$ cat config.mk
export PLATFORM = sky130hd
export DESIGN_NAME = lfsr_noise_channel_with_envelope
export DESIGN_NICKNAME = d
export VERILOG_FILES = /design/src/lnce_pkg.sv /design/src/lnce_state.sv /design/src/lfsr_noise_channel_with_envelope.sv
export SDC_FILE = /design/constraint.sdc
export NUM_CORES = 1
export LEC_CHECK = 0
export ABC_AREA = 1
export BUFFER_PORTS_ARGS = -buffer_cell sky130_fd_sc_hd__buf_2
export CAP_MARGIN = 0
export CORE_MARGIN = 2
export CORE_UTILIZATION = 66
export CTS_CLUSTER_DIAMETER = 60
export DETAILED_ROUTE_END_ITERATION = 10
export HOLD_SLACK_MARGIN = 0.15
export PLACE_DENSITY_LB_ADDON = 0.25
export SYNTH_ARGS = -nofsm -noshare
export SYNTH_HDL_FRONTEND = slang
export SYNTH_SLANG_ARGS = --single-unit
$ cat constraint.sdc
create_clock -name clock -period 2.6 [get_ports clock]
set_input_delay 0 -clock clock [delete_from_list [all_inputs] [get_ports clock]]
set_output_delay 0 -clock clock [all_outputs]
set_load 0.005 [all_outputs]
$ cat src/lnce_pkg.sv
// Package for the LFSR noise channel: opcode and register offset codes,
// the input transaction struct and the period and length lookup tables.
// No dependencies.
package lnce_pkg;

   typedef enum logic [1:0] {
      OP_WRITE  = 2'd0,
      OP_TIMER  = 2'd1,
      OP_ENV    = 2'd2,
      OP_LENGTH = 2'd3
   } op_type;

   localparam logic [1:0] REG_ENV    = 2'd0;
   localparam logic [1:0] REG_UNUSED = 2'd1;
   localparam logic [1:0] REG_PERIOD = 2'd2;
   localparam logic [1:0] REG_LENGTH = 2'd3;

   localparam logic [3:0] LEVEL_MAX = 4'd15;

   typedef struct packed {
      op_type     operation;
      logic [1:0] register_offset;
      logic [7:0] write_data;
   } req_item_type;

   function automatic logic [11:0] period_lookup(input logic [3:0] idx);
      logic [11:0] p;
      unique case (idx)
         4'd0:  p = 12'd4;
         4'd1:  p = 12'd8;
         4'd2:  p = 12'd16;
         4'd3:  p = 12'd32;
         4'd4:  p = 12'd64;
         4'd5:  p = 12'd96;
         4'd6:  p = 12'd128;
         4'd7:  p = 12'd160;
         4'd8:  p = 12'd202;
         4'd9:  p = 12'd254;
         4'd10: p = 12'd380;
         4'd11: p = 12'd508;
         4'd12: p = 12'd762;
         4'd13: p = 12'd1016;
         4'd14: p = 12'd2034;
         4'd15: p = 12'd4068;
      endcase
      return p;
   endfunction

   function automatic logic [7:0] length_lookup(input logic [4:0] idx);
      logic [7:0] l;
      unique case (idx)
         5'd0:  l = 8'd10;
         5'd1:  l = 8'd254;
         5'd2:  l = 8'd20;
         5'd3:  l = 8'd2;
         5'd4:  l = 8'd40;
         5'd5:  l = 8'd4;
         5'd6:  l = 8'd80;
         5'd7:  l = 8'd6;
         5'd8:  l = 8'd160;
         5'd9:  l = 8'd8;
         5'd10: l = 8'd60;
         5'd11: l = 8'd10;
         5'd12: l = 8'd14;
         5'd13: l = 8'd12;
         5'd14: l = 8'd26;
         5'd15: l = 8'd14;
         5'd16: l = 8'd12;
         5'd17: l = 8'd16;
         5'd18: l = 8'd24;
         5'd19: l = 8'd18;
         5'd20: l = 8'd48;
         5'd21: l = 8'd20;
         5'd22: l = 8'd96;
         5'd23: l = 8'd22;
         5'd24: l = 8'd192;
         5'd25: l = 8'd24;
         5'd26: l = 8'd72;
         5'd27: l = 8'd26;
         5'd28: l = 8'd16;
         5'd29: l = 8'd28;
         5'd30: l = 8'd32;
         5'd31: l = 8'd30;
      endcase
      return l;
   endfunction

endpackage

$ cat src/lnce_state.sv
// Channel state: shift register, period timer, envelope and length counter.
// Updates once per accepted transaction and gives the sample after update.
// Depends on lnce_pkg.
module lnce_state (
   input  logic                  clock,
   input  logic                  reset,
   input  logic                  item_valid,
   input  lnce_pkg::req_item_type item,
   input  logic                  channel_enable,
   output logic [3:0]            sample_next
);
   import lnce_pkg::*;

   logic [14:0] shifter_ff,  shifter_in;
   logic        mode_ff,     mode_in;
   logic [11:0] count_ff,    count_in;
   logic [11:0] period_ff,   period_in;
   logic [7:0]  length_ff,   length_in;
   logic        halt_ff,     halt_in;
   logic        const_ff,    const_in;
   logic [3:0]  setting_ff,  setting_in;
   logic        restart_ff,  restart_in;
   logic [3:0]  decay_ff,    decay_in;
   logic [3:0]  divider_ff,  divider_in;
   logic        feedback;

   assign feedback = shifter_ff[0] ^ (mode_ff ? shifter_ff[6] : shifter_ff[1]);

   always_comb begin
      shifter_in = shifter_ff;
      mode_in    = mode_ff;
      count_in   = count_ff;
      period_in  = period_ff;
      length_in  = length_ff;
      halt_in    = halt_ff;
      const_in   = const_ff;
      setting_in = setting_ff;
      restart_in = restart_ff;
      decay_in   = decay_ff;
      divider_in = divider_ff;
      if (item_valid) begin
         unique case (item.operation)
            OP_WRITE: begin
               unique case (item.register_offset)
                  REG_ENV: begin
                     halt_in    = item.write_data[5];
                     const_in   = item.write_data[4];
                     setting_in = item.write_data[3:0];
                  end
                  REG_UNUSED: begin
                  end
                  REG_PERIOD: begin
                     mode_in   = item.write_data[7];
                     period_in = period_lookup(item.write_data[3:0]);
                  end
                  REG_LENGTH: begin
                     if (channel_enable) begin
                        length_in = length_lookup(item.write_data[7:3]);
                     end
                     restart_in = 1'b1;
                  end
               endcase
            end
            OP_TIMER: begin
               if (count_ff == 12'd0) begin
                  count_in   = period_ff;
                  shifter_in = {feedback, shifter_ff[14:1]};
               end else begin
                  count_in = count_ff - 12'd1;
               end
            end
            OP_ENV: begin
               if (restart_ff) begin
                  restart_in = 1'b0;
                  decay_in   = LEVEL_MAX;
                  divider_in = setting_ff;
               end else if (divider_ff == 4'd0) begin
                  divider_in = setting_ff;
                  if (decay_ff != 4'd0) begin
                     decay_in = decay_ff - 4'd1;
                  end else if (halt_ff) begin
                     decay_in = LEVEL_MAX;  // loop mode wraps the decay
                  end
               end else begin
                  divider_in = divider_ff - 4'd1;
               end
            end
            OP_LENGTH: begin
               if (!halt_ff && length_ff != 8'd0) begin
                  length_in = length_ff - 8'd1;
               end
            end
         endcase
      end
   end

   always_comb begin
      if (length_in == 8'd0 || shifter_in[0]) begin
         sample_next = 4'd0;
      end else begin
         sample_next = const_in ? setting_in : decay_in;
      end
   end

   always_ff @(posedge clock) begin
      if (reset) begin
         shifter_ff <= 15'd1;
         mode_ff    <= 1'b0;
         count_ff   <= 12'd0;
         period_ff  <= period_lookup(4'd0);
         length_ff  <= 8'd0;
         halt_ff    <= 1'b0;
         const_ff   <= 1'b0;
         setting_ff <= 4'd0;
         restart_ff <= 1'b0;
         decay_ff   <= 4'd0;
         divider_ff <= 4'd0;
      end else begin
         shifter_ff <= shifter_in;
         mode_ff    <= mode_in;
         count_ff   <= count_in;
         period_ff  <= period_in;
         length_ff  <= length_in;
         halt_ff    <= halt_in;
         const_ff   <= const_in;
         setting_ff <= setting_in;
         restart_ff <= restart_in;
         decay_ff   <= decay_in;
         divider_ff <= divider_in;
      end
   end

endmodule

$ cat src/lfsr_noise_channel_with_envelope.sv
// Noise channel with a 15-bit LFSR, period timer, decay envelope and length
// counter. Each request is a register write or a timer, envelope or length
// tick; each yields one response transaction with the 4-bit sample after the
// update. One transaction per clock unless stalled: the state update is a single
// register-to-register step, and the sample appears on the response port the
// cycle after acceptance. The output register lets a new request enter while
// the previous sample is being taken. csr_channel_enable is always accepted.
module lfsr_noise_channel_with_envelope (
   input  logic       clock,
   input  logic       reset,
   input  logic       req_valid,
   output logic       req_ready,
   input  logic [1:0] req_operation,
   input  logic [1:0] req_register_offset,
   input  logic [7:0] req_write_data,
   output logic       rsp_valid,
   input  logic       rsp_ready,
   output logic [3:0] rsp_sample,
   input  logic       csr_valid,
   output logic       csr_ready,
   input  logic       csr_channel_enable
);
   import lnce_pkg::*;

   req_item_type item;
   logic         accept;
   logic [3:0]   sample_next;
   logic         enable_ff,     enable_in;
   logic         rsp_valid_ff,  rsp_valid_in;
   logic [3:0]   rsp_sample_ff, rsp_sample_in;

   assign item.operation       = op_type'(req_operation);
   assign item.register_offset = req_register_offset;
   assign item.write_data      = req_write_data;

   assign req_ready = !rsp_valid_ff || rsp_ready;
   assign accept    = req_valid && req_ready;
   assign csr_ready = 1'b1;

   lnce_state u_state (
      .clock          (clock),
      .reset          (reset),
      .item_valid     (accept),
      .item           (item),
      .channel_enable (enable_ff),
      .sample_next    (sample_next)
   );

   always_comb begin
      enable_in     = (csr_valid && csr_ready) ? csr_channel_enable : enable_ff;
      rsp_valid_in  = accept || (rsp_valid_ff && !rsp_ready);
      rsp_sample_in = accept ? sample_next : rsp_sample_ff;
   end

   always_ff @(posedge clock) begin
      if (reset) begin
         enable_ff    <= 1'b0;
         rsp_valid_ff <= 1'b0;
      end else begin
         enable_ff    <= enable_in;
         rsp_valid_ff <= rsp_valid_in;
      end
      rsp_sample_ff <= rsp_sample_in;
   end

   assign rsp_valid  = rsp_valid_ff;
   assign rsp_sample = rsp_sample_ff;

endmodule

==> results.py <==
metrics = {
    "outcome": {
        "outcome": "complete, no violations",
    },
    "cells_and_area": {
        "drive_gt1_frac": 0.129,
        "multi_input_comb_area_um2": 2270,
        "syn2layout_area_growth_pct": 13.9,
        "layoutNonFillerInstCount": 728,
        "diodes": 0,
        "fillers": 483,
        "finalNetCount": 682,
        "register_area_um2": 1400,
    },
    "sta": {
        "timing.final.max_slew_violations": 0,
        "fin_crit_sh": 0.921,
        "slew_headroom": 0.579,
        "finalHoldViolCount": 0,
        "fin_crit_ps": 2400,
        "fmax_ghz": 0.417,
        "worst_slack_ps": 205,
        "skew_ps": 7.61,
        "tightest_slew_ps": 628,
        "finalSetupTns_ps": 0,
        "rsz0062_at_grt": "false",
        "timing.hold.ws_ps": 176,
        "final-setup-viol-count": 0,
    },
    "worst_setup_path": {
        "timing.rr.start": "rsp_valid",
        "crit_start": "req_operation[1]",
        "worstSetupEndpointType": "flip-flop",
        "path_class": "in -> reg",
        "ff2ff_path_depth": 7,
        "critPathArrivalTime_ps": 2690,
        "reg2reg_slack_ps": 370,
        "critPathMaxFanout": 17,
        "r2r_end": "rsp_sample[2]",
        "critPathLaunchType": "input port",
        "cp_data_required_time_ps": 2890,
        "worstSetupEndpoint": "u_state.period_ff[3]",
    },
    "floorplan": {
        "die_h_um": 82.6,
        "start_util": 0.685,
        "ioPinCount": 25,
        "core-area_um2": 5960,
        "row_count": 28,
        "dieWidth_um": 82.6,
        "die_area_um2": 6830,
    },
    "power_and_ir_drop": {
        "leakage_nw": 2.26,
        "power_density_nw_per_um2": 622,
        "peakVddDrop_v": 0.000424,
        "power.total_w": 0.00289,
    },
    "routing": {
        "routedWlPerCell_um": 13.7,
        "via_count": 4077,
        "antenna_left": 0,
        "drc": 0,
        "viasPerCell": 5.60,
        "drt_iter0_markers": 235,
        "totalWireLength_um": 9960,
        "dr.pass1.iters": 5,
    },
    "hold_path": {
        "hold_path_class": "in -> reg",
    },
    "cts": {
        "cts_buffers": 9,
        "htree_levels": 3,
        "cts_tree": "built",
        "ctsRootBufferMaster": "clkbuf_8",
        "clk_latency_ps": 350,
        "cts_buffer_depth": 2,
        "clock_sinks": 68,
        "postCtsSetupRepairBufs": 0,
        "clk_pin_slew_worst_paths_ps": 80,
    },
    "global_routing": {
        "grt_pass1_vias": 3753,
        "grt_pass1_wl_um": 16500,
        "antenna_found_initial": 0,
        "grt_max_degree": 37,
        "grt_overflow": 0,
        "grt.total_usage": 0.313,
    },
    "synth": {
        "yosysWarnings": 0,
        "syn_area_um2": 4080,
        "ys_seq_area_frac": 0.343,
        "syn_inst": 613,
        "ys.flop_type": "dfxtp_1",
        "syn_nets": 647,
        "ys_ff_latch": 68,
        "async_flop_share": 0,
        "synth_edf_count": 4,
        "synth_cell_types": 46,
        "synth_area_per_cell_um2": 6.66,
    },
    "placement": {
        "placedCellCount": 693,
        "hpwl_um": 6630,
        "numPortBuffers": 23,
        "gp_congestion": 0.972,
        "place_ws_ps": 486,
    },
    "job": {
        "cap_viol_max_count": 0,
    },
}
==> layout by cell type (no fill, tap or decap), types with 4 or more instances in the layout <==
| master | synthesis | layout |
|---|---|---|
| buf_2 | 6 | 23 |
| nor2_1 | 94 | 94 |
| dlygate4sd3_1 | 0 | 19 |
| nand4_1 | 4 | 4 |
| o211ai_1 | 4 | 4 |
| nand2_1 | 132 | 131 |
| a21oi_1 | 45 | 45 |
| clkbuf_8 | 0 | 9 |
| o21ai_0 | 48 | 48 |
| nand3_1 | 39 | 39 |
| nand2_2 | 8 | 9 |
| o21ai_1 | 6 | 6 |
| nor2_2 | 8 | 8 |
| ha_1 | 16 | 16 |
| inv_1 | 63 | 63 |
| dfxtp_1 | 64 | 64 |
| inv_2 | 11 | 10 |
| edfxtp_1 | 4 | 4 |
| nor3_1 | 5 | 5 |
==> worst max-delay path, cell delays in order <==
cell and delay [ps]:
dlygate4sd3_1 530, buf_2 140, inv_1 80, ha_1 340
inv_2 100, nor3b_1 270, nand2_2 210, inv_4 190
o21ai_0 110, a31oi_1 160, dlygate4sd3_1 560
==> through the flow <==
step	util	instance area [um2]
2_1_floorplan	-	4080
3_3_place_gp	0.704	4190
3_5_place_dp	0.704	4190
4_1_cts	0.780	4640
5_1_grt	0.780	4650
6_report	0.780	4650
==> logic make-up after synthesis <==
group                      after synthesis  synth area share
and+or+nand+nor                        301             0.323
AOI/OAI and AO/OA                      122             0.168
buffers and inverters                   99             0.102
DFF                                     68             0.343
adders and majority gates               16            0.0490
xor gates and xnor gates                 4           0.00859
muxes                                    2           0.00491
other                                    1          0.000919
==> how the worst min path moves through the flow <==
stage / slack [ps] / from / to / depth (start not counted)
2_1_floorplan: 130 / rsp_ready / req_ready / 2
3_3_place_gp: 220 / csr_channel_enable / enable_ff / 3
3_5_place_dp: 260 / csr_channel_enable / enable_ff / 3
4_1_cts: 170 / reset / u_state.shifter_ff[14] / 3
5_1_grt: 190 / reset / u_state.setting_ff[0] / 3
6_report: 180 / reset / u_state.shifter_ff[14] / 3
==> where the power goes <==
group / total (W) / internal, W / switching, W
registers: 0.00114 / 0.00111 / 0.0000358
logic: 0.000634 / 0.000213 / 0.000421
clock network: 0.00111 / 0.000664 / 0.000451
==> per-layer routing <==
layer | part of all wire | vias up | GRT usage | wire (um)
li1 | - | 2041 | - | -
met1 | 0.42 | 1859 | 0.364 | 4160
met2 | 0.50 | 159 | 0.556 | 5010
met3 | 0.062 | 18 | 0.0793 | 622
met4 | 0.017 | 0 | 0.113 | 165
met5 | 0 | - | 0 | 0
==> area by class of cell <==
type                            instances  share of cell area
Sequential cell                        68               0.301
Clock inverter                          5              0.0186
Multi-Input combinational cell        446               0.488
Inverter                               79              0.0657
Timing Repair Buffer                   44              0.0689
Clock buffer                           11              0.0374
Tap cell                               75              0.0202
==> sequential cells by signal, summed over array words and instances, names as in the netlist, 4 cells and up <==
register            count
u_state.shifter_ff     15
u_state.count_ff       12
u_state.period_ff      11
u_state.length_ff       8
rsp_sample              4
u_state.decay_ff        4
u_state.divider_ff      4
u_state.setting_ff      4
==> cells in the mapped netlist, types with 5 or more instances <==
master	count	area, um2
o21ai_0	48	240
nand2_1	132	495
clkbuf_1	8	30.0
dfxtp_1	64	1280
inv_2	11	41.3
inv_1	63	236
nor2_2	8	50.1
nor3_1	5	25.0
nand3_1	39	195
a21oi_1	45	225
ha_1	16	200
nand2_2	8	50.1
buf_2	6	30.0
o21ai_1	6	30.0
nor2_1	94	353
==> repair_timing <==
action	4_1_cts	5_1_grt
hold buffers	19	0
setup endpoints to repair	0	3
hold endpoints to repair	22	0
gates resized for setup	0	2
Note: power is estimated with default switching activity, not from simulation.
